### config.mk
export PLATFORM = sky130hd
export DESIGN_NAME = pkt_line_sideband_deframer_top_flat
export DESIGN_NICKNAME = d
export VERILOG_FILES = /design/src/rtl/psd_pkg.sv /design/src/rtl/psd_stream_if.sv /design/src/rtl/pkt_line_sideband_deframer_top.sv /design/src/rtl/psd_step.sv /design/src/flat_wrapper.sv
export VERILOG_INCLUDE_DIRS = /design/src /design/src/rtl
export SDC_FILE = /design/constraint.sdc
export NUM_CORES = 1
export LEC_CHECK = 0
export ABC_AREA = 1
export BUFFER_PORTS_ARGS = -buffer_cell sky130_fd_sc_hd__buf_2
export CAP_MARGIN = 20
export CELL_PAD_IN_SITES_DETAIL_PLACEMENT = 1
export CELL_PAD_IN_SITES_GLOBAL_PLACEMENT = 2
export CORE_MARGIN = 3
export CORE_UTILIZATION = 35
export CTS_BUF_LIST = sky130_fd_sc_hd__clkbuf_8
export DETAILED_ROUTE_END_ITERATION = 10
export GPL_ROUTABILITY_DRIVEN = 0
export GPL_TIMING_DRIVEN = 0
export HOLD_SLACK_MARGIN = 0.05
export PLACE_DENSITY_LB_ADDON = 0.2
export SYNTH_ARGS = -nofsm -noshare
export SYNTH_HDL_FRONTEND = slang
export SYNTH_SLANG_ARGS = --single-unit
### constraint.sdc
create_clock -name clk -period 4 [get_ports clk]
set_input_delay 0.4 -clock clk [delete_from_list [all_inputs] [get_ports clk]]
set_output_delay 0.4 -clock clk [all_outputs]
set_load 0.01 [all_outputs]
### src/rtl/assert_macros.svh
// Assertion helpers, included by the deframer top level.
`ifndef ASSERT_MACROS_SVH
`define ASSERT_MACROS_SVH

`ifndef SYNTHESIS

// Checked on every clock edge outside reset.
`define PSD_ASSERT(lbl, clk, rst, prop) \
  lbl: assert property (@(posedge clk) disable iff (rst) prop) \
    else $error("assertion failed: lbl");

// Checked on every clock edge, reset included.
`define PSD_ASSERT_ALWAYS(lbl, clk, prop) \
  lbl: assert property (@(posedge clk) prop) \
    else $error("assertion failed: lbl");

`else

`define PSD_ASSERT(lbl, clk, rst, prop)
`define PSD_ASSERT_ALWAYS(lbl, clk, prop)

`endif

`endif

### src/rtl/psd_pkg.sv
`default_nettype none

package psd_pkg;

  // Parsing phase
  typedef enum logic [1:0] {
    PH_LEN  = 2'd0,
    PH_BAND = 2'd1,
    PH_BODY = 2'd2
  } phase_t;

  // Result kind
  typedef enum logic [1:0] {
    KIND_DATA       = 2'd0,
    KIND_CLEAN      = 2'd1,
    KIND_BAD        = 2'd2,
    KIND_REMOTE_ERR = 2'd3
  } kind_t;

  // Sideband codes
  localparam logic [1:0] BAND_OTHER    = 2'd0;
  localparam logic [1:0] BAND_DATA     = 2'd1;
  localparam logic [1:0] BAND_PROGRESS = 2'd2;
  localparam logic [1:0] BAND_ERROR    = 2'd3;

  localparam logic [7:0]  BAND_BYTE_MIN   = 8'd1;
  localparam logic [7:0]  BAND_BYTE_MAX   = 8'd3;
  localparam logic [15:0] HDR_LEN         = 16'd4;
  localparam logic [1:0]  LEN_DIGIT_LAST  = 2'd3;

  typedef struct packed {
    phase_t      phase;
    logic [1:0]  digit_count;
    logic [15:0] length_accum;
    logic [15:0] bytes_left;
    logic [1:0]  current_band;
    logic        finished;
  } psd_state_t;

  localparam psd_state_t PSD_STATE_RESET = '{
    phase:        PH_LEN,
    digit_count:  2'd0,
    length_accum: 16'd0,
    bytes_left:   16'd0,
    current_band: BAND_OTHER,
    finished:     1'b0
  };

  typedef struct packed {
    logic       ok;
    logic [3:0] val;
  } hex_t;

  // ASCII hex digit, either case
  function automatic hex_t hex_value(input logic [7:0] c);
    hex_t h;
    h.ok  = 1'b1;
    h.val = 4'd0;
    if (c >= 8'h30 && c <= 8'h39) begin
      h.val = c[3:0];
    end else if ((c >= 8'h61 && c <= 8'h66) || (c >= 8'h41 && c <= 8'h46)) begin
      h.val = c[3:0] + 4'd9;
    end else begin
      h.ok = 1'b0;
    end
    return h;
  endfunction

endpackage

`default_nettype wire

### src/rtl/psd_stream_if.sv
`default_nettype none

// Raw framed byte stream
interface psd_in_if;
  logic       valid;
  logic       ready;
  logic [7:0] data_byte;
  logic       end_of_stream;

  modport source (output valid, output data_byte, output end_of_stream, input ready);
  modport sink   (input valid, input data_byte, input end_of_stream, output ready);
endinterface

// Demultiplexed result stream
interface psd_out_if;
  logic       valid;
  logic       ready;
  logic [7:0] out_byte;
  logic [1:0] out_kind;

  modport source (output valid, output out_byte, output out_kind, input ready);
  modport sink   (input valid, input out_byte, input out_kind, output ready);
endinterface

`default_nettype wire

### src/rtl/pkt_line_sideband_deframer_top.sv
// Each result is registered and appears on the output in the cycle after the input beat that causes it.
// Throughput: one input beat per cycle, limited only by the single output register.
// Input is taken while the output register is empty or is being drained in the same cycle.
// Reset (rst, synchronous, active high) returns the parser to the length-digit phase
// and empties the output register; no clearing pass is needed.
`default_nettype none

`include "assert_macros.svh"

module pkt_line_sideband_deframer_top (
  input  var logic  clk,
  input  var logic  rst,
  psd_in_if.sink    in_ch,
  psd_out_if.source out_ch
);

  // Parser state, advanced on every accepted input beat
  psd_pkg::psd_state_t st;
  psd_pkg::psd_state_t st_next;

  // Combinational result of the current input beat
  logic           res_valid;
  psd_pkg::kind_t res_kind;
  logic [7:0]     res_byte;

  // Output register
  logic           out_valid;
  psd_pkg::kind_t out_kind;
  logic [7:0]     out_byte;

  logic in_fire;
  logic end_fire;

  // A beat may enter whenever the output register will be free at the next edge.
  // A result held by a stalled sink stops every input beat, even one that
  // would produce nothing.
  assign in_ch.ready = !out_valid || out_ch.ready;
  assign in_fire     = in_ch.valid && in_ch.ready;
  assign end_fire    = in_fire && res_valid && (res_kind != psd_pkg::KIND_DATA);

  psd_step u_step (
    .cur           (st),
    .data_byte     (in_ch.data_byte),
    .end_of_stream (in_ch.end_of_stream),
    .nxt           (st_next),
    .res_valid     (res_valid),
    .res_kind      (res_kind),
    .res_byte      (res_byte)
  );

  always_ff @(posedge clk) begin
    if (rst) begin
      st        <= psd_pkg::PSD_STATE_RESET;
      out_valid <= 1'b0;
    end else begin
      if (in_fire) begin
        st <= st_next;
      end
      if (in_fire && res_valid) begin
        out_valid <= 1'b1;
      end else if (out_ch.ready) begin
        out_valid <= 1'b0;
      end
    end
  end

  // Payload needs no reset; it is qualified by out_valid
  always_ff @(posedge clk) begin
    if (in_fire && res_valid) begin
      out_kind <= res_kind;
      out_byte <= res_byte;
    end
  end

  assign out_ch.valid    = out_valid;
  assign out_ch.out_kind = out_kind;
  assign out_ch.out_byte = out_byte;

  // Once the stream is over nothing more is produced
  `PSD_ASSERT(a_quiet_after_end, clk, rst, (in_fire && st.finished) |-> !res_valid)

  // Any terminal result marks the stream finished
  `PSD_ASSERT(a_end_sets_finished, clk, rst, end_fire |=> st.finished)

  // The band phase always holds a positive byte budget
  `PSD_ASSERT(a_band_has_budget, clk, rst, (st.phase == psd_pkg::PH_BAND) |-> (st.bytes_left != 16'd0))

  // Only data results carry a byte
  `PSD_ASSERT(a_byte_zero_on_end, clk, rst, (out_valid && out_kind != psd_pkg::KIND_DATA) |-> (out_byte == 8'd0))

endmodule

`default_nettype wire

### src/rtl/psd_step.sv
`default_nettype none

// Next-state and result logic for one input beat.
module psd_step (
  input  var psd_pkg::psd_state_t cur,
  input  var logic [7:0]          data_byte,
  input  var logic                end_of_stream,
  output psd_pkg::psd_state_t     nxt,
  output logic                    res_valid,
  output psd_pkg::kind_t          res_kind,
  output logic [7:0]              res_byte
);

  psd_pkg::hex_t hex;
  logic [15:0]   left_dec;
  logic [15:0]   accum_new;
  logic [1:0]    band;

  assign hex       = psd_pkg::hex_value(data_byte);
  assign left_dec  = cur.bytes_left - 16'd1;
  assign accum_new = {cur.length_accum[11:0], hex.val};

  always_comb begin
    band = psd_pkg::BAND_OTHER;
    if (data_byte inside {[psd_pkg::BAND_BYTE_MIN:psd_pkg::BAND_BYTE_MAX]}) begin
      band = data_byte[1:0];
    end
  end

  always_comb begin
    nxt       = cur;
    res_valid = 1'b0;
    res_kind  = psd_pkg::KIND_DATA;
    res_byte  = 8'd0;
    if (cur.finished) begin
      // stream over: swallow everything
    end else if (end_of_stream) begin
      nxt.finished = 1'b1;
      res_valid    = 1'b1;
      if (cur.phase != psd_pkg::PH_BAND && cur.phase != psd_pkg::PH_BODY &&
          cur.digit_count == 2'd0) begin
        res_kind = psd_pkg::KIND_CLEAN;
      end else begin
        res_kind = psd_pkg::KIND_BAD;
      end
    end else begin
      case (cur.phase)
        psd_pkg::PH_BAND: begin
          nxt.current_band = band;
          nxt.bytes_left   = left_dec;
          if (left_dec == 16'd0) begin
            nxt.phase = psd_pkg::PH_LEN;
            if (band == psd_pkg::BAND_ERROR) begin
              nxt.finished = 1'b1;
              res_valid    = 1'b1;
              res_kind     = psd_pkg::KIND_REMOTE_ERR;
            end
          end else begin
            nxt.phase = psd_pkg::PH_BODY;
          end
        end
        psd_pkg::PH_BODY: begin
          nxt.bytes_left = left_dec;
          if (left_dec == 16'd0) begin
            nxt.phase = psd_pkg::PH_LEN;
          end
          if (left_dec == 16'd0 && cur.current_band == psd_pkg::BAND_ERROR) begin
            nxt.finished = 1'b1;
            res_valid    = 1'b1;
            res_kind     = psd_pkg::KIND_REMOTE_ERR;
          end else if (cur.current_band == psd_pkg::BAND_DATA) begin
            res_valid = 1'b1;
            res_kind  = psd_pkg::KIND_DATA;
            res_byte  = data_byte;
          end
        end
        default: begin
          // length digits; the spare phase code behaves the same
          if (!hex.ok) begin
            nxt.finished = 1'b1;
            res_valid    = 1'b1;
            res_kind     = psd_pkg::KIND_BAD;
          end else if (cur.digit_count != psd_pkg::LEN_DIGIT_LAST) begin
            nxt.digit_count  = cur.digit_count + 2'd1;
            nxt.length_accum = accum_new;
            nxt.phase        = psd_pkg::PH_LEN;
          end else begin
            nxt.digit_count  = 2'd0;
            nxt.length_accum = 16'd0;
            nxt.phase        = psd_pkg::PH_LEN;
            if (accum_new == 16'd0 || accum_new == psd_pkg::HDR_LEN) begin
              // empty packet
            end else if (accum_new < psd_pkg::HDR_LEN) begin
              nxt.finished = 1'b1;
              res_valid    = 1'b1;
              res_kind     = psd_pkg::KIND_BAD;
            end else begin
              nxt.bytes_left = accum_new - psd_pkg::HDR_LEN;
              nxt.phase      = psd_pkg::PH_BAND;
            end
          end
        end
      endcase
    end
  end

endmodule

`default_nettype wire
### src/flat_wrapper.sv
// flat-port wrapper written by rule: the top's interface ports become plain ports
module pkt_line_sideband_deframer_top_flat 
  (clk, rst, in_ch_valid, in_ch_data_byte, in_ch_end_of_stream, in_ch_ready, out_ch_valid, out_ch_out_byte, out_ch_out_kind, out_ch_ready);
  psd_in_if in_ch_i ();
  psd_out_if out_ch_i ();
  input  var logic clk;
  input  var logic rst;
  input wire logic [$bits(in_ch_i.valid)-1:0] in_ch_valid;
  input wire logic [$bits(in_ch_i.data_byte)-1:0] in_ch_data_byte;
  input wire logic [$bits(in_ch_i.end_of_stream)-1:0] in_ch_end_of_stream;
  output wire logic [$bits(in_ch_i.ready)-1:0] in_ch_ready;
  output wire logic [$bits(out_ch_i.valid)-1:0] out_ch_valid;
  output wire logic [$bits(out_ch_i.out_byte)-1:0] out_ch_out_byte;
  output wire logic [$bits(out_ch_i.out_kind)-1:0] out_ch_out_kind;
  input wire logic [$bits(out_ch_i.ready)-1:0] out_ch_ready;
  assign in_ch_i.valid = in_ch_valid;
  assign in_ch_i.data_byte = in_ch_data_byte;
  assign in_ch_i.end_of_stream = in_ch_end_of_stream;
  assign in_ch_ready = in_ch_i.ready;
  assign out_ch_valid = out_ch_i.valid;
  assign out_ch_out_byte = out_ch_i.out_byte;
  assign out_ch_out_kind = out_ch_i.out_kind;
  assign out_ch_i.ready = out_ch_ready;
  pkt_line_sideband_deframer_top u_core (.clk(clk), .rst(rst), .in_ch(in_ch_i), .out_ch(out_ch_i));
endmodule
# Yosys cells after proc, flatten, opt, wreduce, memory -nomap -nowiden
# Index checks and enable logic that the tools add are counted.
totals:
  reg_bits: 50
  latchBits: 0
  ram_bits: 0
  romBits: 0
  word_cells: 108
  memories: 0
op_classes:
  addsub: 4
  mul: 0
  div: 0
  order_cmp: 9
  eq_ne: 13
  n_shift: 0
  mux: 43
  n_bitwise: 5
  n_reduce_logical: 25
op_table:
  columns: ["operator", "count"]
  rows:
  - ["16-bit two-way mux", 4]
  - ["36-bit two-way mux", 1]
  - ["16-bit zero test", 2]
  - ["2-bit two-way mux", 12]
  - ["1-bit two-way mux", 19]
  - ["19-bit two-way mux", 1]
  - ["16-bit by 3-bit equality test with 1-bit output, second input constant", 1]
  - ["8-bit by 7-bit greater-or-equal comparator with 1-bit output, second input constant", 2]
  - ["8-bit by 7-bit <= comparator with 1-bit output, second input constant", 2]
  - ["16-bit by 3-bit < comparator with 1-bit output, second input constant", 1]
  - ["16-bit by 1-bit subtractor with 16-bit output, second input constant", 1]
  - ["16-bit by 3-bit subtractor with 16-bit output, second input constant", 1]
  - ["2-bit inequality test, second input constant", 6]
  - ["5-bit AND reduction", 2]
  - ["1-bit logical AND", 9]
  - ["8-bit by 1-bit greater-or-equal comparator with 1-bit output, second input constant", 1]
  - ["8-bit by 6-bit greater-or-equal comparator with 1-bit output, second input constant", 1]
  - ["8-bit by 2-bit <= comparator with 1-bit output, second input constant", 1]
  - ["8-bit by 6-bit <= comparator with 1-bit output, second input constant", 1]
  - ["4-bit two-way mux", 2]
  - ["2-bit case mux with 2 select lines", 2]
  - ["7-bit AND reduction", 1]
  - ["2-bit equality test, second input constant", 3]
  - ["1-bit inverter", 5]
  - ["13 further kinds", 18]

# Longest topological paths before layout
# Gate-level depths: netlist (run 1).
depth:
  ltp_word: 15
  depth_mapped: 19
  ltp_nobuf: 19

# Modules after synthesis
# Synthesis (run 1) repeated with hierarchy kept, for this count alone.
hier_totals:
  hier_cells: 723
  area_unflattened_um2: 4367.9
modules_own_cells:
  columns: ["module", "n_inst", "cells_each", "area_each_um2"]
  rows:
  - ["psd_step", 1, 447, 2227.1]
  - ["pkt_line_sideband_deframer_top", 1, 276, 2140.8]

# Least setup slack after synthesis (run 1)
# OpenSTA, ideal clock, no wires.
synth_timing:
  kind: "input-to-reg"
  from: "in in_ch_data_byte[0]"
  to: "reg u_core.out_byte[0] (netlist: u_core.out_ch.out_byte[0]), enable pin"
  t_arrival_ns: 2.668
  t_required_ns: 3.666
  path_slack_ns: 0.998
  stages: 18
  path_cell_list: "inv_2 -> ha_1 -> nor3b_1 -> nor2_2 -> nand2_2 -> o22ai_1 -> inv_1 -> ha_1 -> or2_2 -> nand3_1 -> nor2_1 -> nand3_1 -> o21ai_0 -> nand2_1 -> nand2_1 -> nand4_1 -> nand2_1 -> inv_1"
synth_via:
  elab_chain_cells: 14
  elab_cells_between_ends: 34
synth_rtl:
  columns: ["item", "line", "rtl"]
  rows:
  - ["start: declaration", "flat_wrapper.sv:9", "input wire logic [$bits(in_ch_i.data_byte)-1:0] in_ch_data_byte;"]
  - ["8-bit by 7-bit greater-or-equal comparator with 1-bit output or 8-bit by 7-bit <= comparator with 1-bit output (tied branches)", "psd_pkg.sv:61", "end else if ((c >= 8'h61 && c <= 8'h66) || (c >= 8'h41 && c <= 8'h46)) begin"]
  - ["1-bit logical AND", "psd_pkg.sv:61", null]
  - ["1-bit logical OR", "psd_pkg.sv:61", null]
  - ["4-bit two-way mux", "psd_pkg.sv:61", null]
  - ["4-bit two-way mux", "psd_pkg.sv:59", "if (c >= 8'h30 && c <= 8'h39) begin"]
  - ["16-bit by 3-bit < comparator with 1-bit output (tied with other cells)", "psd_step.sv:93", "end else if (accum_new < psd_pkg::HDR_LEN) begin"]
  - ["1-bit two-way mux or 1-bit logical OR (tied branches)", "psd_step.sv:93, psd_step.sv:91", null]
  - ["1-bit two-way mux", "psd_step.sv:91", "if (accum_new == 16'd0 || accum_new == psd_pkg::HDR_LEN) begin"]
  - ["1-bit two-way mux", "psd_step.sv:83", "end else if (cur.digit_count != psd_pkg::LEN_DIGIT_LAST) begin"]
  - ["1-bit two-way mux", "psd_step.sv:79", "if (!hex.ok) begin"]
  - ["1-bit case mux with 2 select lines *", "psd_step.sv:47", "case (cur.phase)"]
  - ["1-bit two-way mux *", "psd_step.sv:37", "end else if (end_of_stream) begin"]
  - ["1-bit two-way mux *", "psd_step.sv:35", "if (cur.finished) begin"]
  - ["1-bit logical AND *", null, null]
  - ["end signal: assignment", "pkt_line_sideband_deframer_top.sv:71", "out_byte <= res_byte;"]
  - ["end: declaration", "pkt_line_sideband_deframer_top.sv:29", "logic [7:0] out_byte;"]
# Every way passes the cells marked *; elsewhere a longest branch is shown, timed or not.
# A chain may end at the register's enable or synchronous reset.

# Final worst setup path (run 1)
# Ends and elaborated chain as after synthesis.

==> impl_metrics.env, run 1 <==
export IMPL_status="finished clean"
export IMPL_worst_setup_path_end_kind="flip-flop"
export IMPL_track_usage=0.188
export IMPL_synth_edff_count=10
export IMPL_synth_seq_area_share=0.319
export IMPL_drc=0
export IMPL_clk_pin_slew_worst_paths_ps=90
export IMPL_drt_pass1_iter_count=4
export IMPL_rsz0062_at_grt="no"
export IMPL_synthesis_area_um2=3200
export IMPL_hold_viol_final=0
export IMPL_synth_distinct_cells=37
export IMPL_yosys_cell_count_top_type="nand2_1"
export IMPL_post_cts_buffers=0
export IMPL_num_rows=34
export IMPL_clock_fmax_mhz=287
export IMPL_worstRegToRegCells=12
export IMPL_path_class="in -> reg"
export IMPL_finalMaxSlewViolations=0
export IMPL_htreeDepth=2
export IMPL_r2r_start="u_core.st[3]$_SDFFE_PP0P_"
export IMPL_ys_top_cells_by_area="dfxtp_1, nand2_1, edfxtp_1"
export IMPL_antenna_found_initial=0
export IMPL_syn_num_nets=493
export IMPL_synth_warning_count=0
export IMPL_clk_latency_ps=300
export IMPL_min_path_type="in -> reg"
export IMPL_period_needed_ps=3480
export IMPL_min_to="u_core.out_ch.valid$_SDFFE_PP0P_"
export IMPL_area_growth_pct=10.3
export IMPL_synth_common_cells="nand2_1, nor2_1, inv_1"
export IMPL_irDropWorstVdd_uv=122
export IMPL_ys_ff_latch=46
export IMPL_io_buffers=23
export IMPL_worst_ep_required_time_ps=3960
export IMPL_worstPathArrival_ps=3440
export IMPL_io_pins=25
export IMPL_cts_hold_buf=0
export IMPL_power_density_nw_per_um2=266
export IMPL_synthArstFlopShare=0
export IMPL_min_period_over_period=0.870
export IMPL_num_vias=3049
export IMPL_fin_nets=523
export IMPL_avgSynthCellArea_um2=6.84
export IMPL_p_leak_nw=1.71
export IMPL_path_max_fanout=10
export IMPL_grt_pass1_wl_mm=15.3
export IMPL_clock_sinks=46
export IMPL_setup_ws_ps=522
export IMPL_drt_iter0_drc=64
export IMPL_pre_cts_ws_ps=175
export IMPL_r2r_slack_ps=1230
export IMPL_grt_max_degree=14
export IMPL_cts_path_max_buffers=2
export IMPL_tightest_slew_ps=669
export IMPL_yosys_most_used_dff="dfxtp_1"
export IMPL_drtAntennaViolNets=0
export IMPL_core_um2=8810
export IMPL_start_util=0.363
export IMPL_hold_start="out_ch_ready"
export IMPL_synth_area_leader_cell="dfxtp_1"
export IMPL_netlist_instances=467
export IMPL_drive_gt1_frac=0.129
export IMPL_viasPerCell=5.03
export IMPL_synth_top_area_share=0.226
export IMPL_die_w_um=102
export IMPL_final_setup_tns_ps=0
export IMPL_cts_root_buf="clkbuf_8"
export IMPL_cts_tree="built"
export IMPL_cts_resized_gates=0
export IMPL_max_slew_margin=0.554
export IMPL_fillers=1166
export IMPL_wire_per_inst_um=15.1
export IMPL_routed_wl_mm=9.17
export IMPL_dieArea_um2=10300
export IMPL_grt_pass1_vias=3118
export IMPL_antenna_cells=0
export IMPL_chipHeight_um=102
export IMPL_cts_made_buffers=5
export IMPL_grt_overflow=0
export IMPL_start_kind="primary input"
export IMPL_finClkSkew_ps=11.9
export IMPL_dp_hpwl_mm=7.51
export IMPL_worstReg2RegEnd="u_core.out_ch.out_byte[0]$_SDFFCE_PP0P_"
export IMPL_setup_viol=0
export IMPL_min_path_cells=4
export IMPL_drv_cap=0
==> area by class of cell <==
cell class | instances | area [µm²] | share of cell area
buffer | 10 | 67.6 | 0.0192
clock buffer | 5 | 68.8 | 0.0195
clock inverter | 3 | 11.3 | 0.00319
inverter | 68 | 267 | 0.0756
multi-input combinational | 343 | 1840 | 0.522
sequential | 46 | 1020 | 0.290
tap | 108 | 135 | 0.0383
timing repair buffer | 23 | 115 | 0.0326
==> metal layers <==
metal	share of wire	routed length, µm	GRT usage
met5	0	0	0
met1	0.51	4670	0.261
met2	0.46	4220	0.312
met3	0.017	160	0.0227
met4	0.014	125	0.0429
==> how the worst max path moves through the flow <==
stage | from | to | slack [ps] | depth (start not counted)
5_1_grt | in_ch_data_byte[0] | u_core.out_ch.out_byte[0]$_SDFFCE_PP0P_ | 150 | 19
3_5_place_dp | in_ch_data_byte[0] | u_core.out_ch.out_byte[3]$_SDFFCE_PP0P_ | 180 | 19
3_3_place_gp | in_ch_data_byte[0] | u_core.out_ch.out_byte[3]$_SDFFCE_PP0P_ | 240 | 19
4_1_cts | in_ch_data_byte[0] | u_core.out_ch.out_byte[0]$_SDFFCE_PP0P_ | 490 | 19
2_1_floorplan | in_ch_data_byte[0] | u_core.out_ch.out_byte[0]$_SDFFCE_PP0P_ | 1000 | 18
6_report | in_ch_data_byte[0] | u_core.out_ch.out_byte[0]$_SDFFCE_PP0P_ | 520 | 19
==> sequential cells by signal (all words and copies together), names as in the netlist <==
register / flops
u_core.st: 35
u_core.out_ch.out_byte: 8
u_core.out_ch.out_kind: 2
u_core.out_ch.valid: 1
==> report_power, final <==
part	switching [W]	internal, W
Sequential	0.00000567	0.000486
Combinational	0.000112	0.0000545
Clock	0.000163	0.000117
Total	0.000281	0.000658
==> kinds of logic after synthesis <==
kind of cell,Yosys count,share of synthesized area
AND/OR/NAND/NOR,221,0.307
AO/OA/AOI/OAI,96,0.182
buffers and inverters,78,0.105
flip-flops,46,0.319
XOR/XNOR,13,0.0356
adder cells (fa/ha/maj),13,0.0509
==> critical path: stages <==
cell	delay [ps]
buf_2	170
inv_2	90
ha_1	230
nor3b_1	150
nor2_2	160
nand2_2	100
o22ai_1	460
inv_1	170
ha_1	230
or2_2	290
nand3_1	80
nor2_1	40
nand3_1	120
o21ai_0	90
nand2_1	60
nand2_1	70
nand4_1	110
nand2_1	80
inv_1	330
==> metrics by stage <==
stage                     hold WS (ps)  total power (W)  utilization  instance area [µm²]  std cells
after global routing               432          0.00100        0.400                 3530        606
after CTS                          397         0.000958        0.400                 3530        606
after detailed placement           477         0.000672        0.391                 3450        598
final                              405         0.000939        0.400                 3530        606
after global placement             467         0.000668        0.391                 3450        598
after floorplan                    451         0.000617            -                 3200        467
==> layout by cell type (no fill, tap or decap), types with 4 or more instances in the layout <==
cell type / instances
o21ai_1: 8
xor2_1: 10
dfxtp_1: 36
clkbuf_1: 6
nand2_1: 89
a21oi_1: 46
edfxtp_1: 10
o22ai_1: 5
nand3_1: 36
nand4_1: 7
a211oi_2: 8
inv_1: 63
clkbuf_8: 5
nor3_1: 7
o21ai_0: 20
buf_6: 4
inv_4: 4
nor2_1: 68
buf_2: 23
ha_1: 13
Note: power is estimated with default switching activity, not from simulation.
==> inputs of run 2 (changes only) <==
--- a/config.mk
+++ b/config.mk
@@ -12,7 +12,7 @@
 export CELL_PAD_IN_SITES_DETAIL_PLACEMENT = 1
 export CELL_PAD_IN_SITES_GLOBAL_PLACEMENT = 2
 export CORE_MARGIN = 3
-export CORE_UTILIZATION = 35
+export CORE_UTILIZATION = 34
 export CTS_BUF_LIST = sky130_fd_sc_hd__clkbuf_8
 export DETAILED_ROUTE_END_ITERATION = 10
 export GPL_ROUTABILITY_DRIVEN = 0
@@ -21,4 +21,5 @@
 export PLACE_DENSITY_LB_ADDON = 0.2
 export SYNTH_ARGS = -nofsm -noshare
 export SYNTH_HDL_FRONTEND = slang
+export SYNTH_HIERARCHICAL = 1
 export SYNTH_SLANG_ARGS = --single-unit
==> run 2 against run 1 <==
Net effect:
- fmax down 0.92%
- die area rose by 32%
- power grew 53%
- flip-flop and latch count stayed put
- via count grew 45%
- critical path depth is 1 higher
- synthesized cell count up 48%
- final area grew 29%
- sequential share of layout area down 6.5 points
- combinational power rose to 3.4 times the previous value
- utilization decreased by 1.2 points
- register-to-register slack got worse by 230 ps
- critical path type unchanged
- critical endpoint is now u_core/out_ch.out_kind[0]$_DFFE_PP_
- largest power group is now combinational logic
==> impl_metrics.env, run 2 <==
export IMPL_status="finished clean"
export IMPL_largest_reg_flops=35
export IMPL_chipHeight_um=117
export IMPL_avgSynthCellArea_um2=6.03
export IMPL_core_um2=11700
export IMPL_worstReg2RegEnd="u_core/out_ch.out_kind[0]$_DFFE_PP_"
export IMPL_area_growth_pct=9.28
export IMPL_irDropWorstVdd_uv=200
export IMPL_netlist_instances=691
export IMPL_drive_gt1_frac=0.129
export IMPL_fin_nets=746
export IMPL_drt_iter0_drc=261
export IMPL_viasPerCell=5.10
export IMPL_wire_per_inst_um=17.1
export IMPL_post_cts_buffers=0
export IMPL_syn_num_nets=716
export IMPL_drt_pass1_iter_count=5
export IMPL_track_usage=0.225
export IMPL_grt_pass1_vias=4522
export IMPL_io_buffers=23
export IMPL_grt_overflow=0
export IMPL_worst_ep_required_time_ps=3990
export IMPL_tightest_slew_ps=655
export IMPL_finalMaxSlewViolations=0
export IMPL_start_util=0.356
export IMPL_clock_sinks=46
export IMPL_path_max_fanout=10
export IMPL_htreeDepth=2
export IMPL_r2r_start="u_core/st[3]$_SDFFE_PP0P_"
export IMPL_worstRegToRegCells=15
export IMPL_io_pins=25
export IMPL_period_needed_ps=3510
export IMPL_final_cell_mix="nand2_1, inv_1, nor2_1"
export IMPL_dieArea_um2=13600
export IMPL_grt_pass1_wl_mm=23.8
export IMPL_antenna_found_initial=0
export IMPL_min_to="u_core/out_ch.out_byte[5]$_DFFE_PP_"
export IMPL_routed_wl_mm=14.8
export IMPL_hold_start="in_ch_data_byte[5]"
export IMPL_synth_warning_count=6
export IMPL_antenna_cells=0
export IMPL_reg_largest_list="u_core/st x35, u_core/out_ch.out_byte x8, u_core/out_ch.out_kind x2"
export IMPL_clk_latency_ps=320
export IMPL_r2r_slack_ps=1000
export IMPL_grt_max_degree=15
export IMPL_clk_pin_slew_worst_paths_ps=100
export IMPL_worst_setup_path_end_kind="flip-flop"
export IMPL_cts_root_buf="clkbuf_8"
export IMPL_start_kind="primary input"
export IMPL_path_class="in -> reg"
export IMPL_ff_latch_area_um2=1020
export IMPL_cts_path_max_buffers=2
export IMPL_min_path_cells=3
export IMPL_cts_tree="built"
export IMPL_drv_cap=0
export IMPL_drc=0
export IMPL_regMostFlops="u_core/st"
export IMPL_rsz0062_at_grt="no"
export IMPL_p_leak_nw=2.24
export IMPL_min_period_over_period=0.878
export IMPL_die_w_um=117
export IMPL_fillers=1637
export IMPL_dp_hpwl_mm=11.7
export IMPL_synthesis_area_um2=4170
export IMPL_worstPathArrival_ps=3500
export IMPL_multi_input_area_um2=2490
export IMPL_cts_made_buffers=5
export IMPL_num_rows=39
export IMPL_finClkSkew_ps=9.70
export IMPL_max_slew_margin=0.564
export IMPL_min_path_type="in -> reg"
export IMPL_final_setup_tns_ps=0
export IMPL_clock_fmax_mhz=285
export IMPL_final_common_cell="nand2_1"
export IMPL_hold_viol_final=0
export IMPL_power_density_nw_per_um2=315
export IMPL_num_vias=4408
export IMPL_setup_viol=0
export IMPL_finalPower_w=0.00144
export IMPL_drtAntennaViolNets=0
-- run 2: worst max-delay path, cell delays in order --
cell and delay, ps:
buf_2 130, inv_1 110, ha_1 240, o21ai_0 160
nand2_1 130, nand2_4 120, nand3_1 140, nand3_2 200
ha_1 220, nand3_1 130, nor2_2 210, nand2_1 90
nor2_2 140, nand3_1 140, nand3b_1 220, a21oi_1 200
nand2_1 80, inv_1 50, inv_1 70, nor2_4 330
-- run 2: worst max path at each step --
stage | from | endpoint | slack (ps) | depth (start not counted)
final | in_ch_data_byte[0] | u_core/out_ch.out_kind[0]$_DFFE_PP_ | 490 | 20
after CTS | in_ch_data_byte[0] | u_core/out_ch.out_byte[6]$_DFFE_PP_ | 20 | 20
after detailed placement | in_ch_data_byte[0] | u_core/out_ch.out_byte[6]$_DFFE_PP_ | -300 | 20
after global placement | in_ch_data_byte[0] | u_core/out_ch.out_byte[6]$_DFFE_PP_ | -220 | 20
after global routing | in_ch_data_byte[0] | u_core/out_ch.out_kind[1]$_DFFE_PP_ | 160 | 20
after floorplan | in_ch_data_byte[0] | u_core/out_ch.out_byte[0]$_DFFE_PP_ | 680 | 19
-- run 2: what timing repair did --
action,CTS,global route
gates resized for setup,0,2
setup endpoints to repair,0,10
hold buffers,0,0
-- run 2: report_power, final --
part | total [W] | switching, W | leakage (nW) | internal [W]
registers | 0.000561 | 0.0000465 | 0.396 | 0.000515
clock network | 0.000300 | 0.000180 | 0.0416 | 0.000120
logic | 0.000575 | 0.000384 | 1.80 | 0.000190
-- run 2: area by class of cell --
class / count / share of cell area
Inverter: 112 / 0.0929
Tap cell: 143 / 0.0393
Clock inverter: 3 / 0.00357
Clock buffer: 5 / 0.0151
Sequential cell: 46 / 0.224
Timing Repair Buffer: 23 / 0.0253
Multi-Input combinational cell: 499 / 0.546
Buffer: 34 / 0.0536
-- run 2: stage by stage --
stage / instances / utilization / setup WS [ps] / hold WS (ps) / cell area, µm²
3_5_place_dp: 857 / 0.381 / -304 / 507 / 4460
5_1_grt: 865 / 0.389 / 157 / 461 / 4550
3_3_place_gp: 857 / 0.381 / -225 / 471 / 4460
2_1_floorplan: 691 / - / 680 / 459 / 4170
6_report: 865 / 0.389 / 489 / 445 / 4550
4_1_cts: 865 / 0.388 / 23.1 / 439 / 4550
-- run 2: layer usage --
metal | wire length [µm] | GRT usage | vias to the layer above | part of all wire
li1 | - | - | 2253 | -
met1 | 7130 | 0.306 | 2065 | 0.48
met2 | 6830 | 0.380 | 77 | 0.46
met3 | 603 | 0.0295 | 13 | 0.041
met4 | 197 | 0.0497 | 0 | 0.013
met5 | 0 | 0 | - | 0
